[config.mk]
export PLATFORM = sky130hd
export DESIGN_NAME = kst_cell
export DESIGN_NICKNAME = d
export VERILOG_FILES = /design/src/hdl/kst_pkg.sv /design/src/hdl/kst_cell.sv
export SDC_FILE = /design/constraint.sdc
export NUM_CORES = 1
export LEC_CHECK = 0
export BUFFER_PORTS_ARGS = -buffer_cell sky130_fd_sc_hd__buf_2
export CAP_MARGIN = 5
export CORE_UTILIZATION = 40
export CTS_CLUSTER_SIZE = 12
export DETAILED_ROUTE_END_ITERATION = 16
export PLACE_DENSITY_LB_ADDON = 0.3
export SETUP_SLACK_MARGIN = 0.2
export SYNTH_ARGS = -nofsm -noshare
export SYNTH_HDL_FRONTEND = slang
export SYNTH_SLANG_ARGS = --single-unit
[constraint.sdc]
create_clock -name aclk -period 3.2 [get_ports aclk]
set_clock_uncertainty 0.1 [all_clocks]
set_input_delay 0.48 -clock aclk [delete_from_list [all_inputs] [get_ports aclk]]
set_output_delay 0.48 -clock aclk [all_outputs]
set_load 0.005 [all_outputs]
[src/hdl/kst_pkg.sv]
// Shared types and constants for the key sorter.
package kst_pkg;

    // Width of the key ports.
    localparam int unsigned PORT_BITS = 32;

    // Per-cycle command broadcast along the row of sort cells.
    typedef struct packed {
        logic insert;   // a new key is placed into the sorted row
        logic shift;    // the row moves one place toward cell 0
    } kst_ctl_t;

endpackage

[src/hdl/kst_cell.sv]
// One sort cell: holds a key and takes part in sorted insertion and output shifting.
module kst_cell #(
    parameter int unsigned STORE_BITS = 32,
    parameter int unsigned CNT_W      = 7,
    parameter int unsigned IDX        = 0,
    parameter bit          SIGNED_CMP = 1'b1
) (
    input  logic                  aclk,
    input  kst_pkg::kst_ctl_t     ctl,
    input  logic [CNT_W-1:0]      count,
    input  logic [STORE_BITS-1:0] new_key,
    input  logic                  prev_lt,
    input  logic [STORE_BITS-1:0] prev_key,
    input  logic [STORE_BITS-1:0] next_key,
    output logic                  lt_out,
    output logic [STORE_BITS-1:0] key_out
);
    import kst_pkg::*;

    // Flipping the sign bit turns signed order into unsigned order
    localparam logic [STORE_BITS-1:0] FLIP =
        SIGNED_CMP ? {1'b1, {(STORE_BITS-1){1'b0}}} : '0;

    logic [STORE_BITS-1:0] key_reg;
    logic [STORE_BITS-1:0] key_next;
    logic                  occupied;

    assign occupied = (count > CNT_W'(IDX));

    // An empty cell acts as plus infinity
    assign lt_out  = !occupied || ((new_key ^ FLIP) < (key_reg ^ FLIP));
    assign key_out = key_reg;

    // Keep, take the new key, take the left neighbor's key, or take the right one's
    always_comb begin
        key_next = key_reg;
        priority if (ctl.shift) begin
            key_next = next_key;
        end else if (ctl.insert && lt_out) begin
            key_next = prev_lt ? prev_key : new_key;
        end else begin
            key_next = key_reg;
        end
    end

    always_ff @(posedge aclk) begin
        key_reg <= key_next;
    end

endmodule

======== Word level (Yosys, flattened, before mapping) ========
Cells that the tools add are included.
word-level totals
  register bits ........................... 32
  bits of input ports ..................... 107
  output and inout port bits .............. 33
  word-level logic and storage cells ...... 12
cells by class
  magnitude comparators ................... 2
  muxes and demuxes ....................... 3
  bitwise logic cells ..................... 2
  reductions and logical operators ........ 4
operator list
  operator                                             count
  two-way mux 32 bit                                   3
  < comparator 32 bit                                  1
  > comparator 7 x 1 -> 1 bit (second input constant)  1
  NOT 1 bit                                            2
  nonzero test 2 bit                                   1
  logical AND 1 bit                                    1
  logical NOT 1 bit                                    1
  logical OR 1 bit                                     1

======== Longest topological paths before layout ========
  depth in word-level cells ............... 6
  depth in mapped cells ................... 8
  depth with buffers taken out ............ 8

======== Worst setup path after synthesis ========
No wires, ideal clock.
  path kind ............................... input to register
  start point ............................. input new_key[2]
  end point ............................... register key_reg[0] (netlist: key_out[0]), enable pin
  library setup time ...................... 0.396 ns
  arrival time ............................ 2.622 ns
  setup slack ............................. 0.082 ns
  stages .................................. 7
  path buffers ............................ 0
  cell sequence ........................... ha_1 > a211o_1 > a31oi_1 > o311a_1 > nor3_1 > o311ai_1 > a311o_1
between the ends
  longest elaborated chain between the ends .. 4
RTL lines
  element                              RTL line        text
  from (decl)                          kst_cell.sv:11  input logic [STORE_BITS-1:0] new_key,
  < comparator 32 bit                  kst_cell.sv:31  assign lt_out = !occupied || ((new_key ^ FLIP) < (key_reg ^ FLIP));
  logical OR 1 bit                     kst_cell.sv:31
  logical AND 1 bit                    kst_cell.sv:39  end else if (ctl.insert && lt_out) begin
  nonzero test 2 bit (no source line)  --
  to (signal assigned)                 kst_cell.sv:47  key_reg <= key_next;
  to (decl)                            kst_cell.sv:24  logic [STORE_BITS-1:0] key_reg;
Every way passes these cells.
A chain may end at the register's enable or synchronous reset.

======== Final worst setup path ========
  start point ............................. register key_reg[7] (netlist: key_out[7])
  end point ............................... output lt_out
between the ends
  longest elaborated chain between the ends .. 2
RTL lines
  element              RTL line        text
  < comparator 32 bit  kst_cell.sv:31
  logical OR 1 bit     kst_cell.sv:31
  to (decl)            kst_cell.sv:15  output logic lt_out,
Every way passes these cells.

==> impl_metrics.ini <==
[status]
status = complete, no violations

[placement]
gp_congestion = 0.7982
dpl_worst_slack_ns = 0.2741
portBuffers = 139
dp.cells = 457
placed_cell_area_um2 = 3202
dpl.hpwl_um = 4831

[power_and_ir_drop]
powerDensity_nw_per_um2 = 368.8
irDropWorstVdd_uv = 200.0
p_leak_nw = 1.742

[final_layout]
drive_above_1_share_pct = 39.49
final_common_cell = buf_2
final.fill_count = 569
final_area_um2 = 3292
stdcell_count = 465
layout.area.seq_um2 = 960.9
largest_register_ffs = 32
diodes = 0
multi_input_area_um2 = 1315
layout_common_cells = buf_2, nand2_1, mux2i_1, edfxtp_1
fin_nets = 527
syn2layout_area_growth_pct = 34.99

[clocking]
root_buffer = clkbuf_8
cts_tree = yes
clk_pin_slew_ns = 0.07
numCtsBuffers = 5
clock_sinks = 32
htree_num_levels = 2
clk_latency_ns = 0.27
clk_path_buf_depth = 2
post-cts-setup-buffers = 0

[synth]
synth.distinct_cells = 31
synth_area_leaders = edfxtp_1, ha_1, mux2i_1
synth-seq-cells = 32
synthFlopType = edfxtp_1
ys_seq_area_share_pct = 39.40
synth_edf_count = 32
synthArstFlopShare_pct = 0
netlist_area_um2 = 2439
yosys.area.top_type = edfxtp_1
synth_area_per_cell_um2 = 9.677
synth_nets = 390
ys_warn_count = 0
syn-instance-count = 252
synth_top_area_share_pct = 39.40

[critical_path]
crit_path_start_kind = flop
crit_chain = inv_1 -> ha_1 -> nand4_1 -> o311a_1 -> nor3_1 -> o311ai_2 -> a22o_1 -> buf_2
worst_path_largest_cell_delay_ns = 0.38
worstPathRequired_ns = 2.62
timing.rr.start = key_out[7]
critical_path.max_fanout = 3
reg2reg_depth = 8
reg2reg_to = key_out[31]
r2r_setup_slack_ns = 0.53
crit_type = reg -> out
end_kind = output pin
arrival_ns = 2.22
slowest_stage = o311a_1

[timing]
period_share_pct = 87.50
layout_setup_ws_ns = 0.4000
slew_viol_final = 0
tightest_slew_ns = 0.9700
hold_violations = 0
rsz0062_at_grt = no
fin_crit_ns = 2.800
max_freq_mhz = 357.1
setup_viol = 0
setup_tns_ns = 0
slew_headroom_pct = 35.33

[worst_hold_path]
holdPathStages = 3
holdPathEnd = key_out[26]
hp-start = next_key[26]
hold_path.class = in -> reg

[global_routing]
track_usage_pct = 18.92
grt.overflow.total = 0
grt_max_degree = 35
grt_pass1_wl_um = 9315
grt_pass1_vias = 2102
antenna_found_initial = 0

[floorplanning]
coreArea_um2 = 5886
die_area_um2 = 6413
num_rows = 28
io_pins = 140
die_h_um = 80.08
initial_utilization_pct = 41.43
die_w_um = 80.08

[route]
wl_per_cell_um = 12.83
firstDrtPassIters = 6
drt-initial-drc-count = 82
ant_nets = 0
detail_route.wirelength_um = 5965
drc = 0
vias_per_cell = 4.837
via_count = 2249

[job]
maxCapViolations = 0
==> worst max-delay path: cells and delay by family, from the launching register on <==
| family | cells | cell delay, ns |
|---|---|---|
| AOI/OAI and AO/OA | 3 | 0.75 |
| DFF | 1 | 0.35 |
| and+or+nand+nor | 2 | 0.35 |
| adders and majority gates | 1 | 0.32 |
| buffers and inverters | 2 | 0.18 |
==> synthesized netlist by cell type, drive strengths merged (2+ instances only) <==
library cell and number:
nand2 39, inv 31, nand3 3, nor3 2
o21ai 36, a21o 2, clkbuf 8, mux2i 32
ha 31, nand4 5, edfxtp 32, buf 3
a21oi 12, nor2 2, nor4 2, and3 2
==> repair_timing <==
action / in CTS / in global routing
setup endpoints to repair: 0 / 1
resized for setup: 0 / 1
hold buffers: 0 / 0
==> layout make-up <==
class / count / area share, %
Tap cell: 75 / 2.851
Clock inverter: 3 / 0.4181
Inverter: 31 / 3.535
Clock buffer: 5 / 2.090
Sequential cell: 32 / 29.19
Timing Repair Buffer: 141 / 21.97
Multi-Input combinational cell: 178 / 39.95
==> metal layers <==
layer | vias up | global-route usage (%) | wire length [um]
li1 | 1176 | - | -
met1 | 991 | 22.53 | 2583
met2 | 80 | 34.36 | 2947
met3 | 2 | 4.318 | 404
met4 | 0 | 4.286 | 31
met5 | - | 0 | 0
==> metrics by stage <==
step	hold WS, ns	util (%)	power, mW
finish	0.3805	55.93	1.214
detailed placement	0.6629	54.40	0.9310
global route	0.3878	55.93	1.303
global placement	0.6623	54.40	0.9209
CTS	0.3732	55.80	1.232
floorplan	0.5671	-	0.7558
==> cells by family (layout without fill, tap and decap cells) <==
group | count (synthesis) | count (layout) | share of synthesized area (%)
AOI/OAI and AO/OA | 57 | 57 | 12.98
adders and majority gates | 31 | 31 | 15.91
buffers and inverters | 42 | 180 | 7.029
DFF | 32 | 32 | 39.40
muxes | 32 | 32 | 13.14
and+or+nand+nor | 58 | 58 | 11.54
==> power breakdown <==
part	switching (mW)	internal, mW	leakage (nW)	total, mW
clock	0.148	0.148	0.0453	0.296
combinational	0.191	0.181	1.37	0.372
sequential	0.0220	0.524	0.326	0.546
==> worst max-delay path by stage <==
stage,slack [ns],startpoint,depth (start not counted),endpoint
after floorplan,0.49,new_key[2],7,key_out[0]
after global placement,0.32,new_key[2],9,key_out[17]
after detailed placement,0.27,new_key[2],9,key_out[30]
after CTS,0.37,key_out[2],9,lt_out
after global routing,0.25,key_out[7],8,lt_out
final,0.40,key_out[7],8,lt_out
Power figures use the tool's default switching activity.
